==> config.mk <==
export PLATFORM = sky130hd
export DESIGN_NAME = mtsm_front
export DESIGN_NICKNAME = d
export VERILOG_FILES = /design/src/rtl/mtsm_pkg.sv /design/src/rtl/mtsm_front.sv
export SDC_FILE = /design/constraint.sdc
export NUM_CORES = 1
export LEC_CHECK = 0
export ABC_AREA = 1
export BUFFER_PORTS_ARGS = -buffer_cell sky130_fd_sc_hd__buf_2
export CAP_MARGIN = 20
export CELL_PAD_IN_SITES_DETAIL_PLACEMENT = 1
export CELL_PAD_IN_SITES_GLOBAL_PLACEMENT = 1
export CORE_MARGIN = 2
export CORE_UTILIZATION = 49
export CTS_BUF_LIST = sky130_fd_sc_hd__clkbuf_2
export DETAILED_ROUTE_END_ITERATION = 8
export GPL_ROUTABILITY_DRIVEN = 0
export GPL_TIMING_DRIVEN = 0
export PLACE_DENSITY_LB_ADDON = 0.12
export SLEW_MARGIN = 20
export SYNTH_ARGS = -nofsm -noshare
export SYNTH_HDL_FRONTEND = slang
export SYNTH_SLANG_ARGS = --single-unit
==> constraint.sdc <==
create_clock -name clk_i -period 4.4 [get_ports clk_i]
set_input_delay 0.88 -clock clk_i [delete_from_list [all_inputs] [get_ports clk_i]]
set_output_delay 0.88 -clock clk_i [all_outputs]
set_load 0.01 [all_outputs]
==> src/rtl/mtsm_pkg.sv <==
// ----------------------------------------------------------------------------
// mtsm_pkg: shared types and constants of the triggered sample mixer
// Sizes of the sample memory, voice state and mix arithmetic, and the command
// format passed from the front end to the voice engine.
// ----------------------------------------------------------------------------
package mtsm_pkg;

  localparam int SLOTS       = 16;
  localparam int MAX_SAMPLES = 4096;

  localparam int SLOT_W   = $clog2(SLOTS);
  localparam int POS_W    = $clog2(MAX_SAMPLES);
  localparam int LEN_W    = POS_W + 1;
  localparam int MEM_AW   = SLOT_W + POS_W;
  localparam int MEM_DEPTH = SLOTS * MAX_SAMPLES;
  localparam int SAMPLE_W = 16;
  localparam int MIX_W    = 24;
  localparam int VSUM_W   = SAMPLE_W + SLOT_W;
  localparam int ACC_W    = MIX_W + 1;
  localparam int CHAN_W   = 5;

  localparam int CMD_DEPTH = 4;
  localparam int CMD_PTR_W = $clog2(CMD_DEPTH);

  localparam logic [MIX_W-1:0] MIX_MAX = {1'b0, {(MIX_W-1){1'b1}}};
  localparam logic [MIX_W-1:0] MIX_MIN = {1'b1, {(MIX_W-1){1'b0}}};
  localparam logic [LEN_W-1:0] LEN_MAX = LEN_W'(MAX_SAMPLES);
  localparam logic [CHAN_W-1:0] CHAN_RESET = CHAN_W'(1);

  // input item kinds
  typedef enum logic [1:0] {
    MODE_TICK   = 2'd0,
    MODE_MIDI   = 2'd1,
    MODE_WRITE  = 2'd2,
    MODE_LENGTH = 2'd3
  } mode_e;

  localparam logic [3:0] MIDI_NOTE_ON  = 4'h9;
  localparam logic [3:0] MIDI_NOTE_OFF = 4'h8;

  typedef enum logic [2:0] {
    CMD_TICK,
    CMD_NOTE_ON,
    CMD_NOTE_OFF,
    CMD_WRITE,
    CMD_LENGTH
  } cmd_op_e;

  typedef struct packed {
    cmd_op_e                    op;
    logic [SLOT_W-1:0]          slot;
    logic [POS_W-1:0]           address;
    logic signed [SAMPLE_W-1:0] sample;
    logic [LEN_W-1:0]           length;
    logic signed [MIX_W-1:0]    left;
    logic signed [MIX_W-1:0]    right;
  } cmd_t;

  // command queue head as seen by the voice engine
  typedef struct packed {
    logic valid;
    cmd_t cmd;
  } cmd_head_t;

endpackage

==> src/rtl/mtsm_front.sv <==
// ----------------------------------------------------------------------------
// mtsm_front: item intake, classification and command queue
// Holds the MIDI channel register, drops off-channel, non-note and out of
// range MIDI items, and queues the rest as commands for the voice engine.
// ----------------------------------------------------------------------------
module mtsm_front (
  input  logic                                 clk_i,
  input  logic                                 rst_ni,
  input  logic                                 push,
  output logic                                 full,
  input  logic [1:0]                           mode_i,
  input  logic [7:0]                           status_byte_i,
  input  logic [7:0]                           note_number_i,
  input  logic signed [mtsm_pkg::MIX_W-1:0]    left_in_i,
  input  logic signed [mtsm_pkg::MIX_W-1:0]    right_in_i,
  input  logic [3:0]                           slot_i,
  input  logic [11:0]                          address_i,
  input  logic signed [mtsm_pkg::SAMPLE_W-1:0] sample_value_i,
  input  logic [12:0]                          length_i,
  input  logic                                 cfg_valid_i,
  output logic                                 cfg_ready_o,
  input  logic [mtsm_pkg::CHAN_W-1:0]          cfg_data_i,
  output mtsm_pkg::cmd_head_t                  head_o,
  input  logic                                 head_pop_i
);

  logic [mtsm_pkg::CHAN_W-1:0]    midi_channel_q;
  mtsm_pkg::cmd_t                 fifo_q [mtsm_pkg::CMD_DEPTH];
  logic [mtsm_pkg::CMD_PTR_W-1:0] wr_ptr_q, rd_ptr_q;
  logic [mtsm_pkg::CMD_PTR_W:0]   count_q;

  logic                 accept;
  logic                 keep;
  logic                 deq;
  logic                 chan_hit;
  logic                 note_ok;
  mtsm_pkg::cmd_t       cmd;

  assign cfg_ready_o = 1'b1;
  assign full        = (count_q == (mtsm_pkg::CMD_PTR_W+1)'(mtsm_pkg::CMD_DEPTH));
  assign accept      = push && !full;
  assign deq         = head_pop_i && (count_q != '0);

  assign chan_hit = ({1'b0, status_byte_i[3:0]} + mtsm_pkg::CHAN_W'(1)) == midi_channel_q;
  assign note_ok  = note_number_i < 8'(mtsm_pkg::SLOTS);

  always_comb begin
    cmd         = '0;
    cmd.op      = mtsm_pkg::CMD_TICK;
    cmd.slot    = slot_i[mtsm_pkg::SLOT_W-1:0];
    cmd.address = address_i[mtsm_pkg::POS_W-1:0];
    cmd.sample  = sample_value_i;
    cmd.length  = (length_i > mtsm_pkg::LEN_MAX) ? mtsm_pkg::LEN_MAX : length_i;
    cmd.left    = left_in_i;
    cmd.right   = right_in_i;
    keep        = 1'b0;
    case (mode_i)
      mtsm_pkg::MODE_TICK: begin
        keep = 1'b1;
      end
      mtsm_pkg::MODE_MIDI: begin
        cmd.slot = note_number_i[mtsm_pkg::SLOT_W-1:0];
        if (status_byte_i[7:4] == mtsm_pkg::MIDI_NOTE_ON) begin
          cmd.op = mtsm_pkg::CMD_NOTE_ON;
          keep   = chan_hit && note_ok;
        end else if (status_byte_i[7:4] == mtsm_pkg::MIDI_NOTE_OFF) begin
          cmd.op = mtsm_pkg::CMD_NOTE_OFF;
          keep   = chan_hit && note_ok;
        end
      end
      mtsm_pkg::MODE_WRITE: begin
        cmd.op = mtsm_pkg::CMD_WRITE;
        keep   = 1'b1;
      end
      mtsm_pkg::MODE_LENGTH: begin
        cmd.op = mtsm_pkg::CMD_LENGTH;
        keep   = 1'b1;
      end
      default: begin
        keep = 1'b0;
      end
    endcase
  end

  assign head_o.valid = (count_q != '0);
  assign head_o.cmd   = fifo_q[rd_ptr_q];

  always_ff @(posedge clk_i or negedge rst_ni) begin
    if (!rst_ni) begin
      midi_channel_q <= mtsm_pkg::CHAN_RESET;
      wr_ptr_q       <= '0;
      rd_ptr_q       <= '0;
      count_q        <= '0;
    end else begin
      if (cfg_valid_i) begin
        midi_channel_q <= cfg_data_i;
      end
      if (accept && keep) begin
        wr_ptr_q <= wr_ptr_q + 1'b1;
      end
      if (deq) begin
        rd_ptr_q <= rd_ptr_q + 1'b1;
      end
      count_q <= count_q + (mtsm_pkg::CMD_PTR_W+1)'(accept && keep)
                         - (mtsm_pkg::CMD_PTR_W+1)'(deq);
    end
  end

  always_ff @(posedge clk_i) begin
    if (accept && keep) begin
      fifo_q[wr_ptr_q] <= cmd;
    end
  end

endmodule

# Word level (Yosys, flattened, before mapping)

Memory sizes are Yosys's and may differ from the RTL's.
Cells that the tools add are included.

Memories kept: 1
Memory bits (writable): 384
Register bits after elaboration: 12
Word-level logic and storage cells: 37
Bits of input ports: 121

Memory list:

| name   | depth | bits a word | read ports | clocked after Yosys merged registers in | wr ports | RTL line         | text |
|---|---|---|---|---|---|---|---|
| fifo_q | 4     | 96          | 1          | 0                                       | 1        | mtsm_front.sv:28 | `mtsm_pkg::cmd_t fifo_q [mtsm_pkg::CMD_DEPTH];` |

Muxes and demuxes: 10
Reduce and logical (&&, ||, !) cells: 8
Eq/ne operators: 7
$lt $le $gt $ge: 2
$add $sub $neg: 5

Operators with widths:

| operator                                               | count |
|---|---|
| greater-than comparator 13 bit (second input constant) | 1 |
| two-way mux 13 bit                                     | 1 |
| one-hot mux 3 bit (3 select lines)                     | 1 |
| equality test 4 bit (second input constant)            | 2 |
| < comparator 8 x 5 -> 1 bit (second input constant)    | 1 |
| adder 4 x 1 -> 5 bit (second input constant)           | 1 |
| equality test 5 bit                                    | 1 |
| adder 2 x 1 -> 2 bit (second input constant)           | 2 |
| equality test 2 bit (second input constant)            | 2 |
| logical AND 1 bit                                      | 4 |
| two-way mux 1 bit                                      | 4 |
| two-way mux 4 bit                                      | 1 |
| adder 3 x 1 -> 3 bit                                   | 1 |
| equality test 3 bit (second input constant)            | 1 |
| two-way mux 3 bit                                      | 1 |
| nonzero test 3 bit                                     | 1 |
| OR reduction 3 bit                                     | 1 |
| subtractor 3 x 1 -> 3 bit                              | 1 |
| equality test 2 x 1 -> 1 bit (second input constant)   | 1 |
| logical NOT 2 bit                                      | 1 |
| two-way mux 2 bit                                      | 1 |
| one-hot mux 1 bit (2 select lines)                     | 1 |
| logical NOT 1 bit                                      | 1 |

# Longest topological paths before layout

Gate-level depths: netlist of run 1.

Depth in word-level cells: 9
Gate-level depth with buffers: 16
Gate-level depth less buffers: 16

# Worst setup path before layout of run 1

OpenSTA, ideal clock, no wires.

Path type: input -> register
Start point: input status_byte_i[0]
End point: memory fifo_q[0][0] in the netlist's numbering, enable pin
Library setup time: 474 ps
Stages: 11
Data arrival time: 4159 ps
Required time: 3926 ps
Slack: -234 ps
Buffers on the path: 0
Cells stage by stage: ha_1 > inv_1 > nand2_1 > nand2_1 > nor2_1 > nand2_1 > nor2_1 > nand2_1 > nand2_2 > nand2_4 > nor2_2

Cells in the longest elaborated chain, start to end: 9

RTL lines:

| what                                        | RTL line                           | text |
|---|---|---|
| from (decl)                                 | mtsm_front.sv:12                   | `input logic [7:0] status_byte_i,` |
| adder 4 x 1 -> 5 bit (*)                    | mtsm_front.sv:44                   | `assign chan_hit = ({1'b0, status_byte_i[3:0]} + mtsm_pkg::CHAN_W'(1)) == midi_channel_q;` |
| equality test 5 bit (*)                     | mtsm_front.sv:44                   |  |
| logical AND 1 bit (*)                       | mtsm_front.sv:65, mtsm_front.sv:68 |  |
| two-way mux 1 bit                           | mtsm_front.sv:66                   | `end else if (status_byte_i[7:4] == mtsm_pkg::MIDI_NOTE_OFF) begin` |
| two-way mux 1 bit (*)                       | mtsm_front.sv:63                   | `if (status_byte_i[7:4] == mtsm_pkg::MIDI_NOTE_ON) begin` |
| one-hot mux 1 bit (2 select lines) (*)      | mtsm_front.sv:57                   | `case (mode_i)` |
| logical AND 1 bit (*)                       | mtsm_front.sv:110                  | `if (accept && keep) begin` |
| two-way mux 1 bit (*)                       | mtsm_front.sv:110                  |  |
| two-way mux 1 bit (implied by the code) (*) | mtsm_front.sv:111                  | `fifo_q[wr_ptr_q] <= cmd;` |
| to (decl)                                   | mtsm_front.sv:28                   |  |

Mark *: on every way between the ends. The rest lies on a longest branch, timed or not.

==> impl.org, run 1 <==
** GRT
- Antenna violations before repair :: 9
- Overflow left after global routing :: 0
- Global-route total usage across every layer :: 24.1%
- Wire length of the first global-routing pass :: around 60 mm
- Entering global routing, the biggest net connects 25 pins.
- Number of global-route vias before repair :: 11078

** Power
- Combinational Power Share :: 38.6%
- Summed over all nets, the switching power comes to 4610 uW.
- Across the VDD grid, the largest voltage drop is 0.296 mV.
- Proportion of total power due to net switching :: 38.9%
- Part of the total power dissipated in sequential elements :: 41.6%
- Dividing total power by cell area gives a power density of 649 mW/mm^2.
- Share of total power in the clock network :: 19.8%
- The analysis attributes to cell leakage a power of 0.00682 uW.
- Internal power comes to 7230 uW.

** Yosys
- Synth area leader :: edfxtp_1
- After Yosys synthesis, and, or, nand and nor cells account for 7.27% of the synthesized area.
- Cell count after synthesis :: 1096
- Top area cells in the synthesized netlist :: edfxtp_1 76%, nor2_1 5.3%, o21ai_0 4.0%
- The number of nets handed over by synthesis was 1225.
- After synthesis, the share of cell area in mux cells is 0%.
- Share of the synthesized area in the top cell type :: 75.6%
- Synth cell types :: 27
- Adder and majority cell fraction of the synthesized area :: 0.705%
- Summing the areas of all xor and xnor instances in the mapped netlist gives 0.115% of the synthesized area.
- The mapped netlist covers 0.0153 sq mm.
- Synth Flop Type :: edfxtp_1
- Summing the sequential cell areas from Yosys gives 77.5% of the chip area.
- Dominant combinational cell family by area after synthesis :: compound AO/OA/AOI/OAI gates
- The Yosys step of the flow raised 0 warnings.
- Compound-gate portion of the synthesized area :: 10.5%
- The most common cell in the synthesized netlist is edfxtp_1.
- Share of flip-flops with an asynchronous set or reset :: 3.03%
- The synthesized design contains about 380 enable-type register cells.
- Sorting the synthesized cells by how often they occur yields 384 x edfxtp_1, 216 x nor2_1, 121 x o21ai_0.
- Avg Cell Area, Syn :: 13.9 sq um
- Counting flops and latches in the post-synthesis netlist gives 396.

** Clocking
- Maximum buffer depth of the clock tree :: 3
- In this run the clock root is driven by a clkbuf_2.
- In this run, post-CTS repair resized a total of 0 instances.
- Once the clock tree was built, the setup fixing pass inserted 0 buffers.
- After clock tree synthesis, the clock-pin slew on the worst setup and hold paths is ~110 ps.
- Number of buffers inserted by hold repair at cts :: 1
- H-tree depth :: 3
- TritonCTS built the clock tree.
- Counting every sink on the clock net gives 396.
- For the worst-skew pair, the clock arrives at the later sink with an insertion delay of 880 ps.
- CTS Buf Count :: 97

** Timing
- Pins Over Slew Limit :: 0
- Static timing analysis puts the maximum clock frequency at about 270 MHz.
- The worst path uses 84.4% of the clock period.
- Measured against its own limit, the worst slew margin works out to 49.3%.
- The number of hold violations in the final report was 0.
- Post-route worst hold slack :: between 150 and 200 ps
- Setup violations remaining at the end of the flow were counted as 0.
- Counting I/O delays and the setup requirement, the final critical path takes 3710 ps.
- Transition time at the pin with the least slew margin :: ~760 ps
- Setup repair after global routing left no endpoint under its margin.
- Across the routed clock network, the largest skew measured is 88.4 ps.

** Worst setup path
- The worst setup path is launched from a flip-flop.
- In this run the register-to-register setup slack is 1520 ps.
- The worst register-to-register path ends at fifo_q[2][61]$_DFFE_PP_.
- STA classifies the critical path endpoint as a primary output.
- The critical path contains buffers and inverters numbering 4 combined.
- Of all nets on the critical path, the largest fanout is 10.
- End point of the critical path :: head_o[62]
- Cells along the critical path :: inv_2 -> buf_2 -> buf_2 -> o21ai_1 -> o22ai_1 -> buf_2
- Critical Path Source :: rd_ptr_q[1]$_DFFE_PN0P_
- Cell with the largest stage delay on the worst path :: dfrtp_1
- Worst EP required :: around 3500 ps
- Largest stage delay, worst path :: 590 ps
- The critical path is of the reg -> out type.
- Crit-path most repeated cell :: buf_2
- For the worst flop-to-flop path, the logic depth is 13.
- Critical path depth :: 6
- Cell family contributing the most delay on the critical path :: buffers and inverters
- R2R Path Start :: midi_channel_q[0]$_DFFE_PN1P_
- STA puts the critical path data arrival time at 2830 ps.

** Route
- In this run the top signal layer used is met5.
- Met2 Wirelength :: 19.7 mm
- Via Count :: 10306
- Via/cell ratio :: 5.39
- Router iterations before antenna repair :: 4
- The final layout contains routed wiring with a total length of 39.4 mm.
- In the final routed layout, each cell accounts on average for 20.6 um.
- Met1 wire length :: about 16 mm
- After the first detailed-routing iteration, the DRC count stood at 628.
- Routed Antenna Nets :: 0
- In the routed design, unresolved DRC markers number 0.
- Routed length on met3 :: approximately 2.6 mm

** Finish
- At the end of the flow, the number of nets in the layout was 1562.
- In the final layout, the share of cells above drive strength 1 is 29.4%.
- Signed area change from the synthesized netlist to the final layout :: 19.6%
- Filler cells :: 3212
- After routing the design area is 0.0182 sq mm.

** Die
- The die covers approximately 0.033 sq mm.
- Row cnt :: 64
- X dimension of the die :: 180 um
- During I/O placement, the number of pins put on the boundary was 220.
- Core ar. :: 0.0307 sq mm
- From bottom edge to top edge, the die measures 180 um.
- Starting density of the core :: 49.8%

** Run status
- The run finished with clean final reports.

** Min path
- Classification of the worst-slack hold path :: in -> reg

** Job
- Max-cap violations in this run came to 0.

** Placed design
- The wire-length estimate of the detail-placed layout is 26.1 mm.
- In this run the tool buffered the top-level ports with 217 buffer cells.
- Post-DP Area :: 0.0174 sq mm
-- cells by family (layout without fill, tap and decap cells) --
family,count (synthesis),after routing
flops,396,396
xor+xnor,2,2
buf+inv,109,523
fa+ha+maj,8,8
simple gates,284,284
other cells,1,8
compound gates,296,296
-- cell type report --
| type | count | area (sq um) | share of cell area [%] |
|---|---|---|---|
| clock buffers | 142 | 711 | 3.89 |
| well taps | 396 | 495 | 2.72 |
| inverters | 43 | 164 | 0.898 |
| plain buffers | 66 | 419 | 2.30 |
| multi-input cells | 591 | 2870 | 15.7 |
| repair buffers | 238 | 1590 | 8.71 |
| clock inverters | 34 | 151 | 0.830 |
| diodes | 7 | 17.5 | 0.0960 |
| flip-flops and latches | 396 | 11800 | 64.8 |
-- flip-flops by register name (all words and copies together) (netlist names) --
register,cells
fifo_q,384
wr_ptr_q,2
count_q,3
rd_ptr_q,2
midi_channel_q,5
-- power by group through the flow --
| stage | logic (uW) | clock network (uW) | registers [uW] |
|---|---|---|---|
| 4_1_cts | 4630 | 2410 | 4930 |
| 6_report | 4560 | 2350 | 4920 |
| 3_3_place_gp | 4240 | 0 | 5080 |
| 5_1_grt | 4990 | 2610 | 4970 |
| 3_5_place_dp | 4600 | 0 | 5010 |
| 2_1_floorplan | 2530 | 0 | 4990 |
-- metal layers --
layer | track usage, % | vias to the layer above
met5 | 0 | -
met4 | 9.26 | 4
met3 | 5.88 | 80
met2 | 40.3 | 359
met1 | 30.4 | 5065
li1 | - | 4798
-- per-stage QoR --
step / std cells / util, % / power [uW] / setup slack, ps / setup TNS, ps
6_report: 1913 / 59.5 / 11800 / 688 / 0
3_3_place_gp: 1709 / 54.9 / 9320 / -2530 / -927190
3_5_place_dp: 1729 / 56.6 / 9620 / 820 / 0
5_1_grt: 1911 / 59.5 / 12600 / 521 / 0
2_1_floorplan: 1096 / - / 7520 / -234 / -89700
4_1_cts: 1906 / 59.4 / 12000 / 599 / 0
-- worst min path at each step --
stage,startpoint,end,slack (ps),depth (start not counted)
after detailed placement,midi_channel_q[0]$_DFFE_PN1P_,midi_channel_q[0]$_DFFE_PN1P_,510,2
after global placement,midi_channel_q[0]$_DFFE_PN1P_,midi_channel_q[0]$_DFFE_PN1P_,500,2
after global routing,address_i[3],fifo_q[0][80]$_DFFE_PP_,40,1
final,sample_value_i[15],fifo_q[0][76]$_DFFE_PP_,160,1
after floorplan,midi_channel_q[0]$_DFFE_PN1P_,midi_channel_q[0]$_DFFE_PN1P_,470,2
after CTS,sample_value_i[7],fifo_q[2][68]$_DFFE_PP_,60,1
-- placed cells by master (no fill, tap or decap), types with 2 or more instances in the layout --
master / instances
inv_6: 2
dfrtp_1: 11
buf_2: 235
buf_6: 14
clkbuf_1: 19
clkinv_1: 26
xor2_1: 2
edfxtp_1: 384
o21ai_1: 77
clkinv_2: 4
o22ai_1: 96
nand3_1: 7
nor2_1: 216
nor2_4: 4
buf_16: 13
buf_12: 6
inv_1: 41
diode_2: 7
o21ai_0: 121
ha_1: 7
nand4_1: 5
clkbuf_2: 147
buf_4: 10
nand2_1: 49
(Power assumes the default switching activity.)
==> run 2, diff against run 1 <==
--- a/config.mk
+++ b/config.mk
@@ -11,7 +11,7 @@
 export CELL_PAD_IN_SITES_DETAIL_PLACEMENT = 1
 export CELL_PAD_IN_SITES_GLOBAL_PLACEMENT = 1
 export CORE_MARGIN = 2
-export CORE_UTILIZATION = 49
+export CORE_UTILIZATION = 44
 export CTS_BUF_LIST = sky130_fd_sc_hd__clkbuf_2
 export DETAILED_ROUTE_END_ITERATION = 8
 export GPL_ROUTABILITY_DRIVEN = 0
==> constraint.sdc (replaced) <==
create_clock -name clk_i -period 3.4 [get_ports clk_i]
set_input_delay 0.68 -clock clk_i [delete_from_list [all_inputs] [get_ports clk_i]]
set_output_delay 0.68 -clock clk_i [all_outputs]
set_load 0.01 [all_outputs]
==> run 2 against run 1 <==
Total power is 34% higher. First-iteration DRC count fell by 21%. Global-route usage down 1.0 points. Utilization fell by 2.5 points. Largest power group unchanged.
==> impl.org, run 2 (synthesized netlist as in run 1, its figures left out) <==
** Timing
- Static timing analysis puts the maximum clock frequency at 307 MHz.
- Setup total negative slack :: 0 ps
- Minimum period implied by the final worst setup slack :: 3250 ps
- The worst path uses 95.7% of the clock period.
- The worst path meets setup with between 100 and 150 ps of slack.
- Between clock sinks in the finished design, the worst skew comes to around 64 ps.
- Transition time at the pin with the least slew margin :: between 600 and 700 ps
- Setup violations remaining at the end of the flow were counted as 0.
- In this run the tightest slew margin relative to its limit is 57.2%.
- The final-report max-slew violation count is 0.
- The number of hold violations in the final report was 0.

** Finish
- Counting flops per register, the top entry is fifo_q.
- Leaving out fill and tap cells, the most frequent cell in the layout is edfxtp_1.
- Fraction of final layout cells with drive strength greater than 1 :: between 30 and 40%
- Multi-input gate area :: 0.00295 sq mm
- From synthesis to final layout, the design area changed by 28.3%.
- In the layout the commonest cells are 384 x edfxtp_1, 223 x buf_2, 216 x nor2_1.
- The register with the most flip-flops in the layout has 384 of them.
- Number of nets in the layout :: 1671
- Filler cells :: 3567
- Filler-free cell count of the finished design :: 2078
- Summing all flip-flop and latch instances after layout gives ~0.012 sq mm.
- Largest regs :: fifo_q: 384 flops, midi_channel_q: 5 flops, count_q: 3 flops

** Power
- For this design the static power due to leakage is 0.00742 uW.
- Internal power :: between 9000 and 10000 uW
- Combinational Power Share :: 40.0%
- Net switching is 38.4% of the power.
- Across the VDD grid, the largest voltage drop is 0.329 mV.
- Power per cell area :: 807 mW/mm^2
- Power spent charging and discharging nets :: 6080 uW
- The clock network burns 19.8% of the power.
- Sequential cells burn roughly 40% of the power.

** GRT
- Overflow left after global routing :: 0
- The initial antenna violation count is 2.
- Largest net degree at the start of global routing :: 24
- Global routing consumed, over all layers together, 23.0% of the routing resources.
- Wire length of the first global-routing pass :: 62.9 mm
- Number of global-route vias before repair :: 11698

** Placed design
- DPL Wire Length :: 25.9 mm
- The number of placed instances, taps included, is about 1800.
- Quantity of I/O buffers inserted on ports :: 217
- Timing analysis after detailed placement gives a worst setup slack of 139 ps.

** Min path
- Start point of the worst min-delay path :: cfg_valid_i
- Classification of the worst-slack hold path :: in -> reg
- Number of stages on the worst hold path :: 2
- Hold worst-path end :: midi_channel_q[4]$_DFFE_PN0P_

** Die
- Total I/O pin count :: 220
- Row generation in the floorplan step produced between 60 and 70 rows.
- The die covers ~0.036 sq mm.
- The die is 190 um wide.
- Die boundary height :: between 150 and 200 um
- The initial utilization of the core area, before any placement, comes to 44.4%.
- Core ar. :: approximately 0.034 sq mm

** Job
- Number of violations of the max-capacitance limit :: 0

** Worst setup path
- For flop-to-flop paths, the worst setup slack is 720 ps.
- The endpoint identified for the worst register-to-register timing path is fifo_q[2][46]$_DFFE_PP_.
- Data on the critical path is required at its endpoint by 2720 ps.
- Among the stages of the critical path, the cell type that occurs most often is buf_6.
- WS Path Type :: reg -> out
- Cell family contributing the most delay on the critical path :: buffers and inverters
- Cells along the critical path :: buf_6 -> inv_4 -> buf_8 -> buf_6 -> nor2_1 -> o22ai_1 -> buf_2
- The worst register-to-register path has a depth of 13.
- CP bufs+invs :: 5
- The startpoint identified for the worst register-to-register timing path is midi_channel_q[0]$_DFFE_PN1P_.
- Along the worst path, the maximum fanout reaches 10.
- For the worst setup path, the data arrival time is 2570 ps.
- Largest stage delay, worst path :: 460 ps
- Launching element type of the critical path :: flip-flop
- The largest individual stage delay along the critical path comes from the cell dfrtp_2.
- Worst setup EP type :: primary output

** Run status
- The flow ran to the end, and the final reports show no timing, DRC or antenna violations.

** Clocking
- After clock tree synthesis, the clock-pin slew on the worst setup and hold paths is 100 ps.
- TritonCTS built the clock tree.
- The number of clock buffers added by TritonCTS is about 100.
- The clock reaches the later pin of the worst-skew pair after 990 ps.
- Maximum buffer depth of the clock tree :: 3
- H-tree depth :: 3
- Clock tree synthesis selected as its root buffer the cell clkbuf_2.
- The tree built by TritonCTS fans out to between 300 and 400 sinks.

** Route
- In the final routed layout, each cell accounts on average for about 20 um.
- In this run the remaining antenna-violating nets after routing total 0.
- Via Count :: 10567
- Residual DRC :: 0
- Starting DRT DRC Count :: 498
- Via/cell ratio :: 5.09
- Router iterations before antenna repair :: 5
- Detailed-route wire length :: 40.7 mm
[run 2: cell count changes in the layout (fill, tap and decap cells not counted), sizes merged]
cell	previous run	this run
clkbuf	166	187
inv	45	47
clkinvlp	1	2
clkinv	31	21
diode	7	2
buf	279	277
dlygate4sd3	1	100
[run 2: power groups by stage]
stage | combinational, uW | clock, uW | sequential (uW)
6_report | 6330 | 3120 | 6360
5_1_grt | 6920 | 3480 | 6410
4_1_cts | 6290 | 3240 | 6360
3_5_place_dp | 6040 | 0 | 6480
3_3_place_gp | 5580 | 0 | 6580
2_1_floorplan | 3280 | 0 | 6460
[run 2: area by class of cell]
class / count / area share, %
Antenna cell: 2 / 0.0255
Tap cell: 455 / 2.91
Sequential cell: 396 / 60.4
Inverter: 43 / 0.850
Clock buffer: 158 / 4.04
Timing Repair Buffer: 340 / 13.6
Buffer: 66 / 2.59
Multi-Input combinational cell: 591 / 15.0
Clock inverter: 27 / 0.568
[run 2: worst max-delay path by stage]
stage / depth (start not counted) / end / start
3_5_place_dp: 15 / fifo_q[2][40]$_DFFE_PP_ / status_byte_i[0]
5_1_grt: 6 / head_o[67] / rd_ptr_q[0]$_DFFE_PN0P_
6_report: 7 / head_o[80] / rd_ptr_q[0]$_DFFE_PN0P_
3_3_place_gp: 12 / fifo_q[0][40]$_DFFE_PP_ / status_byte_i[0]
2_1_floorplan: 11 / fifo_q[0][0]$_DFFE_PP_ / status_byte_i[0]
4_1_cts: 5 / head_o[81] / rd_ptr_q[1]$_DFFE_PN0P_
[run 2: repair_timing]
| action | CTS | global route |
|---|---|---|
| hold buffers | 100 | 0 |
| endpoints found under the hold margin | 345 | 0 |
| resized for setup | 29 | 28 |
| setup buffers | 1 | 1 |
| endpoints found under the setup margin | 96 | 45 |
[run 2: per-layer routing]
metal	vias up	routed length (um)	global-route usage [%]
li1	5003	-	-
met1	5203	17500	28.6
met2	290	20200	39.4
met3	71	2040	5.17
met4	0	963	8.88
met5	-	0	0
[run 2: through the flow]
stage | util, % | hold slack, ps | area (sq um) | total power (uW)
after detailed placement | 50.8 | 506 | 17500 | 12500
after global placement | 49.2 | 484 | 16900 | 12200
after floorplan | - | 384 | 15300 | 9740
final | 57.0 | 113 | 19600 | 15800
after global routing | 57.0 | 29.2 | 19600 | 16800
after CTS | 56.7 | 2.98 | 19500 | 15900
==> run 3, diff against run 2 <==
--- a/config.mk
+++ b/config.mk
@@ -16,7 +16,7 @@
 export DETAILED_ROUTE_END_ITERATION = 8
 export GPL_ROUTABILITY_DRIVEN = 0
 export GPL_TIMING_DRIVEN = 0
-export PLACE_DENSITY_LB_ADDON = 0.12
+export PLACE_DENSITY = 0.79
 export SLEW_MARGIN = 20
 export SYNTH_ARGS = -nofsm -noshare
 export SYNTH_HDL_FRONTEND = slang
==> run 3 against run 2 <==
Non-clock buffer count decreased by 6. Cell area decreased by 1.5%. Clock power decreased by 5%. Die area unchanged. Register-to-register slack got worse by 40 ps. Flip-flop and latch count unchanged. Routed wire length increased by 6.5%. Largest cell class unchanged. Highest routed layer unchanged.
==> impl.org, run 3 (synthesized netlist as in run 1, its figures left out) <==
** Timing
- Derived from the worst setup path, the maximum achievable clock frequency is between 300 and 400 MHz.
- Worst path setup slack after routing :: 121 ps
- Setup repair after global routing could not meet its margin everywhere.
- Across the routed clock network, the largest skew measured is roughly 80 ps.
- Across all hold checks on the routed design, the worst slack comes to 96.1 ps.
- Transition time at the pin with the least slew margin :: 652 ps
- Minimum period implied by the final worst setup slack :: approximately 3300 ps
- The final-report max-slew violation count came to 0.
- Hold Fails Final Rpt :: 0
- Setup violations remaining at the end of the flow were counted as 0.
- Final Cycle Share :: 96.5%
- Headroom to the max-slew limit came out at 56.4%.

** Worst setup path
- The critical path contains buffers and inverters numbering 5 combined.
- Launching element type of the critical path :: flip-flop
- Cell family contributing the most delay on the critical path :: buffers and inverters
- Cells along the critical path :: buf_6 -> inv_4 -> buf_6 -> buf_4 -> nor2_1 -> o22ai_1 -> buf_2
- Worst setup EP type :: primary output
- At the worst endpoint, the required time is ~2700 ps.
- Along the worst path, the maximum fanout reaches 10.
- Largest stage delay, worst path :: 450 ps
- The worst setup path is of the reg -> out kind.
- Cell with the largest stage delay on the worst path :: dfrtp_2
- Worst endpoint data arrival time :: about 2600 ps
- The cell that appears most often on the critical path is buf_6.

** GRT
- Number of global-route vias before repair :: between 10000 and 15000
- The initial antenna violation count was 3.
- After global routing the overflow that remains totals 0.
- The first global-routing pass estimated 64.6 mm of wire.
- In the global route stage, overall resource usage came out at 23.7%.
- Largest net degree at the start of global routing :: 24

** Route
- Routed Antenna Nets :: 0
- Via Count :: 10792
- Drt wl/cell :: 21.0 um
- Residual DRC :: 0
- Detailed-route wire length :: 43.3 mm
- For this run, the detailed router's first-pass iteration total came to 7.
- Starting DRT DRC Count :: roughly 680
- Dividing the detail-routed via count by the number of cells gives 5.24.

** Power
- Leakage power total :: 0.00727 uW
- Power per cell area :: 810 mW/mm^2
- Peak supply drop :: 0.347 mV
- The design draws roughly 16000 uW.

** Clocking
- Buffers inserted during clock tree synthesis total 98.
- Clock-pin slew was measured on the worst setup and hold paths at 100 ps.
- CTS tree :: done
- CTS saw between 300 and 400 sinks.
- Maximum buffer depth of the clock tree :: 3
- CTS root buf :: clkbuf_2
- Insertion delay of the later-clocked pin in the worst-skew pair :: 1000 ps
- The H-tree was split into 3 levels.

** Finish
- Fill cells in the final layout number 3611.
- Leaving out fill and tap cells, the most frequent cell in the layout is edfxtp_1.
- Signed area change from the synthesized netlist to the final layout :: 26.4%
- Number of nets in the layout :: around 1700
- The register with the most flip-flops in the layout has roughly 380 of them.
- Final design utilization :: between 50% and 60%
- Across the whole layout, storage elements account for 0.0118 sq mm.
- Multi-input gate area :: 0.00292 sq mm
- In the final layout, the registers with the most flip-flops are fifo_q: 384 flops, midi_channel_q: 5 flops, count_q: 3 flops.
- Top library cells by usage in the layout, fill and taps aside :: 384 x edfxtp_1, 227 x buf_2, 216 x nor2_1
- Fraction of final layout cells with drive strength greater than 1 :: between 20 and 30%
- Largest register by flop count :: fifo_q

** Placed design
- Post-Place Worst Slack :: 142 ps
- Input and output buffers added on the ports amount to 217.
- DPL Wire Length :: between 20 and 30 mm

** Die
- X dimension of the die :: 190 um
- Core ar. :: 0.0344 sq mm
- Row generation in the floorplan step produced 68 rows.
- Starting density of the core :: 44.4%
- Die boundary height :: around 190 um
- between 200 and 250 I/O pins were placed.
- Floorplan die area :: 0.0362 sq mm

** Min path
- Classification of the worst-slack hold path :: in -> reg

** Job
- Number of violations of the max-capacitance limit :: 0

** Run status
- The run finished with clean final reports.
[run 3: cell types whose count changed in the layout (fill, tap and decap cells not counted), moves of 3 or more]
cell / change
clkbuf_2: -20
clkinv_1: +8
buf_16: -7
buf_4: +5
dlygate4sd3_1: -5
buf_2: +4
buf_6: -4
o22ai_1: +4
o22ai_2: -4
buf_12: +3
[run 3: power by group]
part	total, uW	leakage (uW)	internal [uW]	switching [uW]
sequential	6370	0.00365	6150	220
combinational	6280	0.00298	2240	4040
clock	2970	0.000636	1080	1890
[run 3: cell type report]
type | instances | share of cell area (%)
inverters | 43 | 0.863
well taps | 455 | 2.95
multi-input cells | 591 | 15.1
diodes | 3 | 0.0389
plain buffers | 66 | 2.44
repair buffers | 334 | 13.0
clock inverters | 33 | 0.661
flip-flops and latches | 396 | 61.3
clock buffers | 137 | 3.55
[run 3: through the flow]
step / instance area, sq um / std cells / setup TNS, ps
after detailed placement: 17400 / 1787 / 0
after floorplan: 15300 / 1096 / -396900
after global routing: 19300 / 2058 / -108
final: 19300 / 2058 / 0
after global placement: 16900 / 1768 / -1233750
after CTS: 19200 / 2053 / -210
[run 3: what timing repair did]
action / 4_1_cts / 5_1_grt
hold buffers: 95 / 0
setup buffers: 1 / 2
endpoints found under the hold margin: 332 / 0
setup endpoints to repair: 96 / 63
resized for setup: 17 / 30
[run 3: worst paths after layout]
kind | from | endpoint | slack [ps] | depth (start not counted)
max | rd_ptr_q[0]$_DFFE_PN0P_ | head_o[74] | 120 | 7
min | slot_i[1] | fifo_q[1][90]$_DFFE_PP_ | 100 | 3
max reg2reg | midi_channel_q[0]$_DFFE_PN1P_ | fifo_q[1][55]$_DFFE_PP_ | 680 | 13
min reg2reg | midi_channel_q[0]$_DFFE_PN1P_ | midi_channel_q[0]$_DFFE_PN1P_ | 520 | 2
max in group asynchronous | rst_ni | midi_channel_q[0]$_DFFE_PN1P_ | 2990 | 2
min in group asynchronous | rst_ni | count_q[2]$_DFF_PN0_ | 130 | 2
[run 3: layer usage]
| metal | track usage (%) | routed length, um | vias up | share of wire (%) |
|---|---|---|---|---|
| li1 | - | - | 4976 | - |
| met5 | 0 | 0 | - | 0 |
| met1 | 28.2 | 17200 | 5371 | 40 |
| met2 | 42.1 | 22600 | 381 | 52 |
| met4 | 9.45 | 977 | 0 | 2.3 |
| met3 | 5.15 | 2580 | 64 | 6.0 |
[run 3: worst reg2reg max path: stages (launching register included)]
cell and delay [ps]:
dfstp_2 540, inv_1 50, nand2_1 60, nand2_1 60
nor2_1 90, nand2_1 70, nor2_1 80, nand2_1 60
nand2_2 100, nand2_4 120, nor2_4 470, buf_12 260
buf_16 180, buf_12 210
